`src/rtl/tdisp_pkg.sv`:
```
// Shared types and constants of the typed job dispatcher.
// Depends on nothing; every other file takes names from here by scope.
`default_nettype none
package tdisp_pkg;

    localparam int NUM_TYPES_DEF   = 3;
    localparam int QUEUE_DEPTH_DEF = 16;
    localparam int OUTSTANDING_DEF = 64;

    localparam int ACT_W   = 3;
    localparam int TYPE_W  = 2;
    localparam int ID_W    = 16;
    localparam int DATA_W  = 32;
    localparam int STAT_W  = 2;
    localparam int MAXQ_W  = 5;
    localparam logic [MAXQ_W-1:0] MAXQ_RESET = 5'd16;

    typedef enum logic [ACT_W-1:0] {
        ACT_SUBMIT   = 3'd0,
        ACT_ABORT    = 3'd1,
        ACT_GET_WORK = 3'd2,
        ACT_QUERY    = 3'd3,
        ACT_PROVIDE  = 3'd4,
        ACT_GET_NEXT = 3'd5,
        ACT_STOP     = 3'd6
    } t_action;

    typedef enum logic [STAT_W-1:0] {
        ST_OK      = 2'd0,
        ST_FULL    = 2'd1,
        ST_EMPTY   = 2'd2,
        ST_STOPPED = 2'd3
    } t_status;

    // Commands from the controller to the datapath
    typedef struct packed {
        logic    latch;
        logic    rq_t_clr;
        logic    rq_i_inc;
        logic    rq_t_next;
        logic    rq_rd;
        logic    rq_rd_next;
        logic    rq_wr_shift;
        logic    rq_cnt_dec;
        logic    rq_push;
        logic    is_ptr_clr;
        logic    is_ptr_inc;
        logic    is_rd;
        logic    is_rd_next;
        logic    is_wr_shift;
        logic    is_wr_result;
        logic    is_cnt_dec;
        logic    is_push;
        logic    res_status_en;
        t_status res_status;
        logic    res_submit;
        logic    res_work;
        logic    res_next;
        logic    res_keep;
        logic    set_stop;
    } t_cmd;

    // Status from the datapath to the controller
    typedef struct packed {
        logic [ACT_W-1:0] act;
        logic stopped;
        logic type_ok;
        logic rq_full;
        logic rq_empty;
        logic rq_i_end;
        logic rq_i_last;
        logic rq_t_last;
        logic rq_hit;
        logic is_full;
        logic is_end;
        logic is_last;
        logic is_hit;
        logic is_rvalid;
    } t_dp_stat;

endpackage
`default_nettype wire

```
`src/rtl/tdisp_ctrl.sv`:
```
// Controller: sequences decode, queue scans and shifts, and the response.
// Depends on tdisp_pkg for the command and status structs.
`default_nettype none
module tdisp_ctrl (
    input  wire logic                 i_clk,
    input  wire logic                 i_rst_n,
    input  wire logic                 i_in_valid,
    output logic                      o_in_ready,
    output logic                      o_out_valid,
    input  wire logic                 i_out_ready,
    input  wire tdisp_pkg::t_dp_stat  i_stat,
    output tdisp_pkg::t_cmd           o_cmd
);

    typedef enum logic [3:0] {
        S_IDLE, S_DEC, S_GW_CK, S_RQ_SCRD, S_RQ_SCCK, S_RQ_SHRD, S_RQ_SHWR,
        S_IS_SCRD, S_IS_SCCK, S_GN_CK, S_IS_SHRD, S_IS_SHWR, S_RESP
    } t_state;

    t_state r_state;
    t_state n_state;

    always_comb begin
        n_state = r_state;
        o_cmd   = '0;
        case (r_state)
            S_IDLE: begin
                if (i_in_valid) begin
                    o_cmd.latch = 1'b1;
                    n_state     = S_DEC;
                end
            end
            S_DEC: begin
                n_state = S_RESP;
                case (i_stat.act)
                    tdisp_pkg::ACT_SUBMIT: begin
                        o_cmd.res_status_en = 1'b1;
                        if (i_stat.stopped) begin
                            o_cmd.res_status = tdisp_pkg::ST_STOPPED;
                        end else if (!i_stat.type_ok || i_stat.rq_full || i_stat.is_full) begin
                            o_cmd.res_status = tdisp_pkg::ST_FULL;
                        end else begin
                            o_cmd.res_status = tdisp_pkg::ST_OK;
                            o_cmd.rq_push    = 1'b1;
                            o_cmd.is_push    = 1'b1;
                            o_cmd.res_submit = 1'b1;
                        end
                    end
                    tdisp_pkg::ACT_ABORT: begin
                        o_cmd.rq_t_clr = 1'b1;
                        n_state        = S_RQ_SCRD;
                    end
                    tdisp_pkg::ACT_GET_WORK: begin
                        if (i_stat.stopped) begin
                            o_cmd.res_status_en = 1'b1;
                            o_cmd.res_status    = tdisp_pkg::ST_STOPPED;
                        end else if (!i_stat.type_ok || i_stat.rq_empty) begin
                            o_cmd.res_status_en = 1'b1;
                            o_cmd.res_status    = tdisp_pkg::ST_EMPTY;
                        end else begin
                            o_cmd.rq_rd = 1'b1;
                            n_state     = S_GW_CK;
                        end
                    end
                    tdisp_pkg::ACT_QUERY, tdisp_pkg::ACT_PROVIDE: begin
                        o_cmd.is_ptr_clr = 1'b1;
                        n_state          = S_IS_SCRD;
                    end
                    tdisp_pkg::ACT_GET_NEXT: begin
                        if (i_stat.stopped) begin
                            o_cmd.res_status_en = 1'b1;
                            o_cmd.res_status    = tdisp_pkg::ST_STOPPED;
                        end else if (i_stat.is_end) begin
                            o_cmd.res_status_en = 1'b1;
                            o_cmd.res_status    = tdisp_pkg::ST_EMPTY;
                        end else begin
                            o_cmd.is_rd = 1'b1;
                            n_state     = S_GN_CK;
                        end
                    end
                    tdisp_pkg::ACT_STOP: begin
                        o_cmd.set_stop = 1'b1;
                    end
                    default: begin
                        n_state = S_RESP;
                    end
                endcase
            end
            // Hand out the head job, then close the gap it leaves
            S_GW_CK: begin
                o_cmd.res_work = 1'b1;
                n_state        = S_RQ_SHRD;
            end
            // Search the type queues in order for the aborted id
            S_RQ_SCRD: begin
                if (i_stat.rq_i_end) begin
                    if (i_stat.rq_t_last) begin
                        o_cmd.is_ptr_clr = 1'b1;
                        n_state          = S_IS_SCRD;
                    end else begin
                        o_cmd.rq_t_next = 1'b1;
                    end
                end else begin
                    o_cmd.rq_rd = 1'b1;
                    n_state     = S_RQ_SCCK;
                end
            end
            S_RQ_SCCK: begin
                if (i_stat.rq_hit) begin
                    n_state = S_RQ_SHRD;
                end else begin
                    o_cmd.rq_i_inc = 1'b1;
                    n_state        = S_RQ_SCRD;
                end
            end
            // Shift the queue down one entry at a time
            S_RQ_SHRD: begin
                if (i_stat.rq_i_last) begin
                    o_cmd.rq_cnt_dec = 1'b1;
                    if (i_stat.act == tdisp_pkg::ACT_ABORT) begin
                        o_cmd.is_ptr_clr = 1'b1;
                        n_state          = S_IS_SCRD;
                    end else begin
                        n_state = S_RESP;
                    end
                end else begin
                    o_cmd.rq_rd_next = 1'b1;
                    n_state          = S_RQ_SHWR;
                end
            end
            S_RQ_SHWR: begin
                o_cmd.rq_wr_shift = 1'b1;
                o_cmd.rq_i_inc    = 1'b1;
                n_state           = S_RQ_SHRD;
            end
            // Search the issue order for the first entry with the id
            S_IS_SCRD: begin
                if (i_stat.is_end) begin
                    n_state = S_RESP;
                end else begin
                    o_cmd.is_rd = 1'b1;
                    n_state     = S_IS_SCCK;
                end
            end
            S_IS_SCCK: begin
                if (i_stat.is_hit) begin
                    n_state = S_RESP;
                    case (i_stat.act)
                        tdisp_pkg::ACT_ABORT:   n_state = S_IS_SHRD;
                        tdisp_pkg::ACT_QUERY:   o_cmd.res_keep = 1'b1;
                        tdisp_pkg::ACT_PROVIDE: o_cmd.is_wr_result = 1'b1;
                        default:                n_state = S_RESP;
                    endcase
                end else begin
                    o_cmd.is_ptr_inc = 1'b1;
                    n_state          = S_IS_SCRD;
                end
            end
            // Release the oldest result only once it has arrived
            S_GN_CK: begin
                if (!i_stat.is_rvalid) begin
                    o_cmd.res_status_en = 1'b1;
                    o_cmd.res_status    = tdisp_pkg::ST_EMPTY;
                    n_state             = S_RESP;
                end else begin
                    o_cmd.res_next = 1'b1;
                    n_state        = S_IS_SHRD;
                end
            end
            S_IS_SHRD: begin
                if (i_stat.is_last) begin
                    o_cmd.is_cnt_dec = 1'b1;
                    n_state          = S_RESP;
                end else begin
                    o_cmd.is_rd_next = 1'b1;
                    n_state          = S_IS_SHWR;
                end
            end
            S_IS_SHWR: begin
                o_cmd.is_wr_shift = 1'b1;
                o_cmd.is_ptr_inc  = 1'b1;
                n_state           = S_IS_SHRD;
            end
            // Hold the response word until it is taken
            S_RESP: begin
                if (i_out_ready) begin
                    n_state = S_IDLE;
                end
            end
            default: begin
                n_state = S_IDLE;
            end
        endcase
    end

    always_ff @(posedge i_clk) begin
        if (!i_rst_n) begin
            r_state <= S_IDLE;
        end else begin
            r_state <= n_state;
        end
    end

    assign o_in_ready  = r_state == S_IDLE;
    assign o_out_valid = r_state == S_RESP;

endmodule
`default_nettype wire

```
`config.mk`:
```
export PLATFORM = sky130hd
export DESIGN_NAME = tdisp_ctrl
export DESIGN_NICKNAME = d
export VERILOG_FILES = /design/src/rtl/tdisp_pkg.sv /design/src/rtl/tdisp_ctrl.sv
export SDC_FILE = /design/constraint.sdc
export NUM_CORES = 1
export LEC_CHECK = 0
export BUFFER_PORTS_ARGS = -buffer_cell sky130_fd_sc_hd__clkbuf_2
export CORE_MARGIN = 2
export CORE_UTILIZATION = 45
export DETAILED_ROUTE_END_ITERATION = 16
export GPL_ROUTABILITY_DRIVEN = 0
export MAX_ROUTING_LAYER = met4
export PLACE_DENSITY = 0.79
export SETUP_SLACK_MARGIN = 0.5
export SKIP_CTS_REPAIR_TIMING = 1
export SLEW_MARGIN = 10
export SYNTH_ARGS = -nofsm -noshare
export SYNTH_HDL_FRONTEND = slang
export SYNTH_SLANG_ARGS = --single-unit
```
`constraint.sdc`:
```
create_clock -name i_clk -period 1.8 [get_ports i_clk]
set_input_delay 0.27 -clock i_clk [delete_from_list [all_inputs] [get_ports i_clk]]
set_output_delay 0.27 -clock i_clk [all_outputs]
set_load 0.01 [all_outputs]
```
==> flow_summary.yaml <==
global_route:
  gr-total-overflow: 0
  antenna_found_initial: 0
  grt_pass1_vias: 1086
  grt_pass1_wl_mm: 4.712
  grt_util_all_layers_pct: 24.61
  grt_max_degree: 17
power_and_ir_drop:
  intPower_mw: 1.101
  seqPwrFrac_pct: 13.1
  clock_power_share_pct: 5.1
  peakVddDrop_v: 0.0008331
  power_density_nw_per_um2: 1291
  power_frac_comb_pct: 81.9
  switchingPower_mw: 1.050
  fin_total_pwr_mw: 2.151
  switching_share_pct: 48.80
  leakagePower_nw: 0.7443
clock_network:
  numCtsBuffers: 3
  cts_tree: "done"
  cts_max_level: 1
  clockRootBuffer: "clkbuf_4"
  clockBufferDepth: 2
  clock_latency_ns: 0.23
  clock-sinks: 4
  clkSlewWorstSetupHoldPaths_ns: 0.04
logic_synthesis:
  synth_top_family_by_area: "simple AND/OR/NAND/NOR gates"
  synth_edf_count: 0
  seq_area_frac_synth_pct: 8.649
  async_flop_share_pct: 0
  synth_top_area_share_pct: 8.649
  yosys-top-cells-area: "dfxtp_1 8.6%, nor2_1 4.5%, nand2b_1 4.1%"
  synth.mux.area_fraction_pct: 1.081
  ys_types: 54
  syn-num-nets: 156
  synth_fa_ha_area_share_pct: 0
  synth.largest_area_cell: "dfxtp_1"
  postSynthAreaPerCell_sq_um: 6.808
  synth-xor-area-share_pct: 0
  ys_seq_elements: 4
  ys.flop_type: "dfxtp_1"
  yosys_warnings: 0
  synth_compound_area_share_pct: 31.89
  synth-simple-area-share_pct: 46.89
  synth_common_cells: "11 x nor2_1, 9 x nand2_1, 7 x a21oi_1, 7 x buf_2, 7 x inv_1"
  yosysMostFrequentCell: "nor2_1"
  syn_area_sq_um: 925.9
  synthCells: 136
worst_setup_path:
  cp-end-kind: "output port"
  r2r_setup_slack_ns: 0.07
  start_kind: "flip-flop"
  worstSetupPathType: "reg2out"
  crit_fanout: 8
  required_ns: 1.53
  cp_data_arrival_time_ns: 1.51
floorplanning:
  die_y_microns: 49.36
  rows: 16
  ioPinCount: 47
  dieArea_sq_um: 2436
  core_sq_um: 1942
  die_w_microns: 49.36
  initial_core_util_pct: 47.68
timing:
  min_period_ns: 1.780
  rsz0062_at_grt: "yes"
  hold_viol: 0
  max_slew_margin_pct: 68.45
  skew_ns: 0.004102
  holdWs_ns: 0.3012
  setup_ws_ns: 0.02048
  max_freq_ghz: 0.5620
  setup_violations: 0
  post-route-period-util_pct: 98.86
  maxSlewViolCount: 0
  worstMarginPinSlew_ns: 0.4721
detailed_routing:
  totalWireLength_mm: 4.369
  ant_nets: 0
  drcViolationCount: 0
  drt-initial-drc-count: 90
  vias: 1489
  post_drt_wl_per_cell_microns: 18.83
  first_pass_iters: 5
  avgViaCountPerCell: 6.418
cells_and_area:
  nNetsFinal: 227
  antenna_cells: 0
  max_flop_register: "r_state"
  area.growth.synth_to_final_pct: 80.00
  largest_reg_flops: 4
  drive_gt1_share_pct: 59.51
  reg_top3: "r_state: 4 flops"
placed_design:
  pre_cts_ws_ns: 0.1047
  portBuffers: 46
  hpwl_mm: 2.349
flow_run:
  max-cap-violations: 0
worst_hold_path:
  hp-class: "in2reg"
status:
  status: "completed"
==> stage by stage <==
stage               std cells  utilization [%]  setup TNS (ns)  cell area (sq um)
finish                    232            85.82               0               1667
CTS                       209            68.43         -0.5751               1329
global placement          206            67.27               0               1306
floorplan                 136                -               0               1102
global route              232            85.82        -0.02318               1667
detailed placement        206            67.27               0               1306
==> worst paths after layout <==
check,startpoint,end,cells past startpoint
max,r_state[1],o_cmd[14],4
min reg2reg,r_state[3],r_state[0],2
min,i_rst_n,r_state[1],2
max reg2reg,r_state[1],r_state[0],7
==> cell usage in the layout, fill, tap and decap left out, types with 5 or more instances in the layout <==
master / netlist / routed
a21oi_1: 7 / 7
buf_2: 7 / 16
buf_4: 3 / 25
buf_6: 1 / 11
clkbuf_2: 0 / 26
inv_1: 7 / 6
nand2_1: 9 / 8
nor2_1: 11 / 6
o21ai_1: 5 / 5
==> final cells by class <==
cell class / instances / area, sq um
flip-flops and latches: 4 / 95.09
well taps: 27 / 33.78
clock buffers: 3 / 22.52
multi-input cells: 111 / 934.6
repair buffers: 80 / 551.8
fillers: 112 / 275.3
inverters: 7 / 28.78
==> routing by layer <==
layer / vias to the layer above / wire length [microns] / GRT usage [%]
met4: 0 / 174 / 5.714
met3: 21 / 416 / 2.147
li1: 652 / - / -
met2: 130 / 2190 / 44.14
met5: - / 0 / -
met1: 686 / 1589 / 29.44
==> critical path, cell delays in order (launching register included) <==
cell     delay [ns]
dfxtp_4        0.37
buf_8          0.14
or4b_4         0.53
o22ai_4        0.12
buf_6          0.12
==> cell families after synthesis <==
logic type / count (synthesis)
muxes: 1
buffers and inverters: 21
AOI/OAI and AO/OA: 43
DFF: 4
and+or+nand+nor: 67
==> power by group through the flow <==
stage | registers [mW] | clock network [mW] | logic (mW)
floorplan | 0.157 | 0 | 0.952
global placement | 0.241 | 0 | 1.10
detailed placement | 0.244 | 0 | 1.12
CTS | 0.243 | 0.111 | 1.12
global route | 0.283 | 0.114 | 1.85
finish | 0.281 | 0.109 | 1.76
Note: power is estimated with default switching activity, not from simulation.
